## config.mk

```make
export PLATFORM = sky130hd
export DESIGN_NAME = svsq_ctrl
export DESIGN_NICKNAME = d
export VERILOG_FILES = /design/src/rtl/core/svsq_pkg.sv /design/src/rtl/core/svsq_ctrl.sv
export SDC_FILE = /design/constraint.sdc
export NUM_CORES = 1
export LEC_CHECK = 0
export BUFFER_PORTS_ARGS = -buffer_cell sky130_fd_sc_hd__clkbuf_2
export CAP_MARGIN = 0
export CORE_MARGIN = 8
export CORE_UTILIZATION = 35
export CTS_BUF_LIST = sky130_fd_sc_hd__clkbuf_16
export DETAILED_ROUTE_END_ITERATION = 8
export GPL_TIMING_DRIVEN = 0
export HOLD_SLACK_MARGIN = 0.03
export PLACE_DENSITY = 0.68
export SLEW_MARGIN = 5
export SYNTH_ARGS = -nofsm -noshare
export SYNTH_HDL_FRONTEND = slang
export SYNTH_SLANG_ARGS = --single-unit
```

## constraint.sdc

```tcl
create_clock -name clk -period 1.8 [get_ports clk]
set_input_delay 0.36 -clock clk [delete_from_list [all_inputs] [get_ports clk]]
set_output_delay 0.36 -clock clk [all_outputs]
set_load 0.03 [all_outputs]
```

## src/rtl/core/svsq_pkg.sv

```systemverilog
// shared types, constants and helpers for the single-qubit gate engine
// no dependencies

package svsq_pkg;

    localparam int QUBITS     = 16;
    localparam int VEC_SIZE   = 1 << QUBITS;
    localparam int AW         = QUBITS;
    localparam int TW         = 4;
    localparam int MW         = 16;
    localparam int AMP_W      = 64;
    localparam int PART_W     = 32;
    localparam int FRAC_W     = 30;
    localparam int PROD_W     = 64;
    localparam int SUM_W      = 36;
    localparam int CFG_IDX_W  = 3;
    localparam int CFG_DATA_W = 64;
    localparam int IN_DATA_W  = 88;
    localparam int OUT_DATA_W = 64;

    localparam logic [PART_W-1:0] ONE_Q30 = 32'h4000_0000;

    typedef enum logic [1:0] {
        CMD_WRITE = 2'd0,
        CMD_READ  = 2'd1,
        CMD_APPLY = 2'd2,
        CMD_INIT  = 2'd3
    } cmd_t;

    typedef enum logic [2:0] {
        GATE_MATRIX = 3'd0,
        GATE_X      = 3'd1,
        GATE_Y      = 3'd2,
        GATE_Z      = 3'd3,
        GATE_PHASE  = 3'd4
    } gate_t;

    typedef enum logic [2:0] {
        REG_GATE_KIND = 3'd0,
        REG_TARGET    = 3'd1,
        REG_CONTROL   = 3'd2,
        REG_COEF_00   = 3'd3,
        REG_COEF_01   = 3'd4,
        REG_COEF_10   = 3'd5,
        REG_COEF_11   = 3'd6
    } reg_idx_t;

    typedef enum logic [3:0] {
        ST_IDLE,
        ST_READ_WAIT,
        ST_INIT,
        ST_SCAN,
        ST_RD0,
        ST_RD1,
        ST_MUL,
        ST_SUM,
        ST_WR0,
        ST_WR1,
        ST_RESP
    } state_t;

    // controller to datapath commands
    typedef struct packed {
        logic          mem_we;
        logic [1:0]    wsel;     // 0 input, 1 init, 2 new a0, 3 new a1
        logic [1:0]    asel;     // 0 input addr, 1 counter, 2 i0, 3 i1
        logic          cap_a0;
        logic          cap_a1;
        logic          do_mul;
        logic          do_sum;
        logic          cnt_clr;
        logic          cnt_inc;
        logic          cap_read;
        logic          clr_read;
    } ctl_t;

    // datapath to controller status
    typedef struct packed {
        logic cnt_last;
        logic pair_ok;
        logic gate_ok;
    } sts_t;

    function automatic logic signed [PART_W-1:0] sat32(input logic signed [SUM_W-1:0] v);
        logic signed [SUM_W-1:0] hi;
        logic signed [SUM_W-1:0] lo;
        hi = SUM_W'(32'sh7FFF_FFFF);
        lo = SUM_W'(32'sh8000_0000);
        if (v > hi)
            return 32'sh7FFF_FFFF;
        else if (v < lo)
            return 32'sh8000_0000;
        else
            return v[PART_W-1:0];
    endfunction

endpackage

```

## src/rtl/core/svsq_ctrl.sv

```systemverilog
// controller state machine sequencing commands and the gate sweep
// depends on svsq_pkg

module svsq_ctrl import svsq_pkg::*; (
    input  logic clk,
    input  logic rst_n,
    input  logic in_valid,
    input  cmd_t in_kind,
    output logic in_ready,
    output logic out_valid,
    input  logic out_ready,
    input  sts_t sts,
    output ctl_t ctl
);

    state_t state_reg, state_next;

    always_ff @(posedge clk or negedge rst_n)
    begin
        if (!rst_n)
            state_reg <= ST_IDLE;
        else
            state_reg <= state_next;
    end

    always_comb
    begin
        state_next = state_reg;
        ctl        = '0;
        in_ready   = 1'b0;
        out_valid  = 1'b0;
        unique case (state_reg)
            ST_IDLE:
            begin
                in_ready = 1'b1;
                if (in_valid)
                begin
                    ctl.cnt_clr = 1'b1;
                    unique case (in_kind)
                        CMD_WRITE:
                        begin
                            ctl.mem_we   = 1'b1;
                            ctl.clr_read = 1'b1;
                            state_next   = ST_RESP;
                        end
                        CMD_READ:  state_next = ST_READ_WAIT;
                        CMD_APPLY:
                        begin
                            ctl.clr_read = 1'b1;
                            state_next   = sts.gate_ok ? ST_SCAN : ST_RESP;
                        end
                        default:
                        begin
                            ctl.clr_read = 1'b1;
                            state_next   = ST_INIT;
                        end
                    endcase
                end
            end
            ST_READ_WAIT:
            begin
                ctl.cap_read = 1'b1;
                state_next   = ST_RESP;
            end
            ST_INIT:
            begin
                ctl.asel    = 2'd1;
                ctl.wsel    = 2'd1;
                ctl.mem_we  = 1'b1;
                ctl.cnt_inc = 1'b1;
                if (sts.cnt_last)
                    state_next = ST_RESP;
            end
            ST_SCAN:
            begin
                ctl.asel = 2'd2;
                if (sts.pair_ok)
                    state_next = ST_RD0;
                else
                begin
                    ctl.cnt_inc = 1'b1;
                    if (sts.cnt_last)
                        state_next = ST_RESP;
                end
            end
            ST_RD0:
            begin
                ctl.asel   = 2'd3;
                ctl.cap_a0 = 1'b1;
                state_next = ST_RD1;
            end
            ST_RD1:
            begin
                ctl.cap_a1 = 1'b1;
                state_next = ST_MUL;
            end
            ST_MUL:
            begin
                ctl.do_mul = 1'b1;
                state_next = ST_SUM;
            end
            ST_SUM:
            begin
                ctl.do_sum = 1'b1;
                state_next = ST_WR0;
            end
            ST_WR0:
            begin
                ctl.asel   = 2'd2;
                ctl.wsel   = 2'd2;
                ctl.mem_we = 1'b1;
                state_next = ST_WR1;
            end
            ST_WR1:
            begin
                ctl.asel    = 2'd3;
                ctl.wsel    = 2'd3;
                ctl.mem_we  = 1'b1;
                ctl.cnt_inc = 1'b1;
                state_next  = sts.cnt_last ? ST_RESP : ST_SCAN;
            end
            ST_RESP:
            begin
                out_valid = 1'b1;
                if (out_ready)
                    state_next = ST_IDLE;
            end
            default: state_next = ST_IDLE;
        endcase
    end

endmodule

```

## Yosys cells after proc, flatten, opt, wreduce, memory -nomap -nowiden

Index checks and enable logic that the tools add are counted.
Widths: inputs -> output; s select.

| storage, ports and cells | value |
|---|---|
| register bits | 4 |
| bits in latches | 0 |
| memory bits (writable) | 0 |
| memory bits (read-only) | 0 |
| bits of input ports | 9 |
| output and inout bits | 15 |
| word-level logic and storage cells | 49 |
| memories kept | 0 |

| cells by class | value |
|---|---|
| add/sub/neg operators | 0 |
| multiply operators | 0 |
| div/mod/pow operators | 0 |
| $lt $le $gt $ge | 0 |
| equal/unequal tests | 14 |
| shift operators | 0 |
| mux-type cells | 27 |
| bitwise gates (word level) | 0 |
| reduce and logical (&&, ||, !) cells | 7 |

Operators with widths:

| kind | number |
|---|---|
| $pmux 4 s11 | 1 |
| $mux 4 | 6 |
| $eq 4x3->1 const B | 4 |
| $mux 1 | 15 |
| $eq 4x4->1 const B | 3 |
| $pmux 2 s3 | 2 |
| $pmux 4 s3 | 1 |
| $eq 4x2->1 const B | 2 |
| $reduce_or 2->1 | 3 |
| $eq 4x1->1 const B | 1 |
| $logic_not 4->1 | 1 |
| $ne 2x2->1 const B | 2 |
| $pmux 1 s2 | 2 |
| $reduce_or 3->1 | 1 |
| $eq 2x1->1 const B | 1 |
| $eq 2x2->1 const B | 1 |
| $logic_not 2->1 | 1 |
| $reduce_and 2->1 | 1 |

## Longest topological paths before layout

| logic depth | value |
|---|---|
| depth after elaboration | 4 |
| depth in mapped cells | 5 |

## Least setup slack after synthesis

Ideal clock, no wire load.

| timing path | value |
|---|---|
| path type | flip-flop to output port |
| start | register state_reg[1] |
| end | output ctl[0] (netlist bit) |
| data arrival time | 1.816 ns |
| data required time | 1.440 ns |
| setup slack | -0.376 ns |
| cell stages (with the launch flop) | 5 |
| buffers on the path | 0 |
| cell sequence | dfrtp_1 > or4_4 > inv_1 > and2_2 > and2b_1 |

RTL lines:

| item | line | source |
|---|---|---|
| start, declared | svsq_ctrl.sv:16 | `state_t state_reg, state_next;` |
| start signal, assigned | svsq_ctrl.sv:23 | `state_reg <= state_next;` |
| end, declared | svsq_ctrl.sv:13 | `output ctl_t ctl` |

==> results.md <==
- Dpl hpwl: 1230 um
- VDD IR max: 1.59 mV
- Core Util, Final: 0.667
- RSZ-0062 raised after global routing: yes
- Die X: 53.4 um
- Pre-antenna DRT Iters: 4
- Leakage: 0.378 nW
- Post-Place Cells: 110
- Final number of setup-violating endpoints: 5
- Outcome: finished with violations
- Sequential share of power: 0.089
- Clock slew at reported path FFs: 0.03 ns
- Sw power: ~0.96 mW
- Mapped Cells: 72
- Sequential area share after synthesis: 0.204
- Starting Density: 0.377
- CTS tree: built
- Routed wire length: 1750 um
- Die ar.: roughly 0.0029 mm^2
- Vias in the first global route: 648
- Ratio of cells with drive above 1 in the final layout: 0.505
- Sink Count: 4
- GRT Overall Usage: 0.122
- Clock H-tree levels: 1
- Routed WL per cell: 14.8 um
- Drt first-iter violations: 26
- Syn avg cell area: around 6.8 um^2
- Via count: 683
- Fin crit period: a little over 2 ns
- Hold Fails Final Rpt: 0
- Largest net degree at the start of global routing: 11
- Clock buffer depth: 2
- Failing checks: negative setup slack
- Nets: 114
- Setup total negative slack: -0.500 ns
- Setup WS post-layout: -0.216 ns
- Antenna diodes: 0
- DRC viols: 0
- Port Buf Inserts: 23
- Vias per inst: 5.79
- Most frequent cells in the layout: 14 x buf_4, 11 x clkbuf_2, 7 x nor2_1, 6 x o21ai_0
- Worst hold path class: in2reg
- Site row count: 13
- Fin cells: 118
- I/O pin cnt: 24
- Critical path class: reg2out
- Initial antenna violation count: 0
- Most common cell after layout, fill and taps aside: buf_4
- Worst Setup End Kind: output port
- Post-Syn Nets: 81
- Post-route cell area: 868 um^2
- Pins over their slew limit: 0
- Clock Power Share: 0.169
- First-pass GRT wire length: 2690 um
- RePlAce Congestion: approximately 0.84
- Crit path DAT: 1.66 ns
- Worst Path Required: 1.44 ns
- Max Cap Viol: 0
- Max frequency: 496 MHz
- Actual slew at the worst max-slew pin: 0.375 ns
- P per Cell Area: 2320 mW/mm^2
- Crit start category: flop
- Switching Share: 0.478
- Distinct cell type count after synthesis: 28
- Congestion Overflow GR: 0
- Clk_lat worst skew: 0.22 ns
- Comb pwr share: 0.743
- WHS Path Cells: 2
- Core area: 0.00130 mm^2
- Slew HR: 0.748
- Fin crit share: 1.12
- Area post-placement: roughly 630 um^2
- Cell Int Power: 1.05 mW
- Max FFs per register: 4
- Worst r2r path cells: 5
- Skew final: 0.000764 ns
- Post-route ant nets: 0
- P&R area growth vs syn: 77.0%
- Ys Warns: 0
- CTS Buf Count: 3
- CTS root buf: clkbuf_16
- Post-synthesis register bit count: 4
- Crit Path Max Fanout: 2
- Die H: 53.4 um
- Mapped Area: 490 um^2
[final timing paths]
path / from / end / slack, ns
max: state_reg[0]$_DFFE_PN0P_ / ctl[0] / -0.22
min: out_ready / state_reg[1]$_DFFE_PN0P_ / 0.37
max reg2reg: state_reg[0]$_DFFE_PN0P_ / state_reg[3]$_DFFE_PN0P_ / 0.20
min reg2reg: state_reg[1]$_DFFE_PN0P_ / state_reg[1]$_DFFE_PN0P_ / 0.72
max in group asynchronous: rst_n / state_reg[1]$_DFFE_PN0P_ / 1.17
min in group asynchronous: rst_n / state_reg[0]$_DFFE_PN0P_ / 0.49
[synth_stat cells]
library cell | count | area (um^2)
a22o_1 | 1 | 8.76
inv_1 | 2 | 7.51
buf_2 | 2 | 10.0
a31oi_1 | 1 | 6.26
nand3_1 | 1 | 5.00
clkbuf_1 | 3 | 11.3
or4_4 | 1 | 11.3
nand2b_1 | 5 | 31.3
a211oi_1 | 1 | 7.51
o21ai_0 | 7 | 35.0
buf_1 | 1 | 3.75
a21oi_1 | 5 | 25.0
nor4_1 | 3 | 18.8
o32ai_1 | 3 | 26.3
dfrtp_1 | 4 | 100
and2_2 | 1 | 7.51
nor3_1 | 3 | 15.0
o21a_1 | 1 | 7.51
nand2_1 | 4 | 15.0
nor3b_2 | 1 | 12.5
o22ai_1 | 1 | 6.26
a22oi_1 | 2 | 15.0
xnor2_1 | 1 | 8.76
nor2_1 | 9 | 33.8
nor3b_1 | 3 | 22.5
nor2b_1 | 4 | 25.0
and2_1 | 1 | 6.26
and2b_1 | 1 | 7.51
[power by group through the flow]
stage | clock network (mW) | logic, mW | registers (mW)
after global routing | 0.356 | 1.60 | 0.182
after detailed placement | 0 | 1.14 | 0.167
after CTS | 0.345 | 1.27 | 0.168
final | 0.341 | 1.50 | 0.179
after global placement | 0 | 1.14 | 0.167
after floorplan | 0 | 0.875 | 0.156
[logic make-up (layout without fill, tap and decap cells)]
family / Yosys count / after routing / synth area share
XOR/XNOR: 1 / 1 / 0.0179
buffers and inverters: 8 / 39 / 0.0663
AO/OA/AOI/OAI: 22 / 22 / 0.281
flip-flops: 4 / 4 / 0.204
AND/OR/NAND/NOR: 37 / 37 / 0.431
[per-stage QoR]
step / power [mW] / hold slack, ns / setup WS (ns)
6_report: 2.02 / 0.374 / -0.216
3_5_place_dp: 1.30 / 0.170 / -0.103
4_1_cts: 1.78 / 0.371 / -0.218
3_3_place_gp: 1.31 / 0.166 / -0.106
5_1_grt: 2.14 / 0.384 / -0.248
2_1_floorplan: 1.03 / 0.0644 / -0.147
[worst max-delay path: stages (launching register included)]
cell,delay (ns)
dfrtp_1,0.37
or4_4,0.57
clkinvlp_4,0.09
and2_4,0.13
and2b_2,0.15
buf_8,0.12
[repair_timing]
| action | 4_1_cts | 5_1_grt |
|---|---|---|
| pin swaps | 1 | 3 |
| setup buffers | 2 | 2 |
| resized for setup | 17 | 44 |
| endpoints found under the setup margin | 11 | 14 |
| cloned | 0 | 0 |
| hold buffers | 1 | 0 |
| endpoints found under the hold margin | 4 | 0 |
[per-layer routing]
layer  vias up  share of wire  global-route usage
li1        327              -                   -
met1       327           0.41               0.135
met2        29           0.51               0.207
met3         0          0.077              0.0560
met4         0              0              0.0252
met5         -              0                   0
[area by class of cell]
class	instances	area, um^2
multi-input cells	60	410
repair buffers	28	208
well taps	15	18.8
plain buffers	6	43.8
fillers	101	433
flip-flops and latches	4	101
clock buffers	3	75.1
inverters	2	11.3
(Power assumes the default switching activity.)
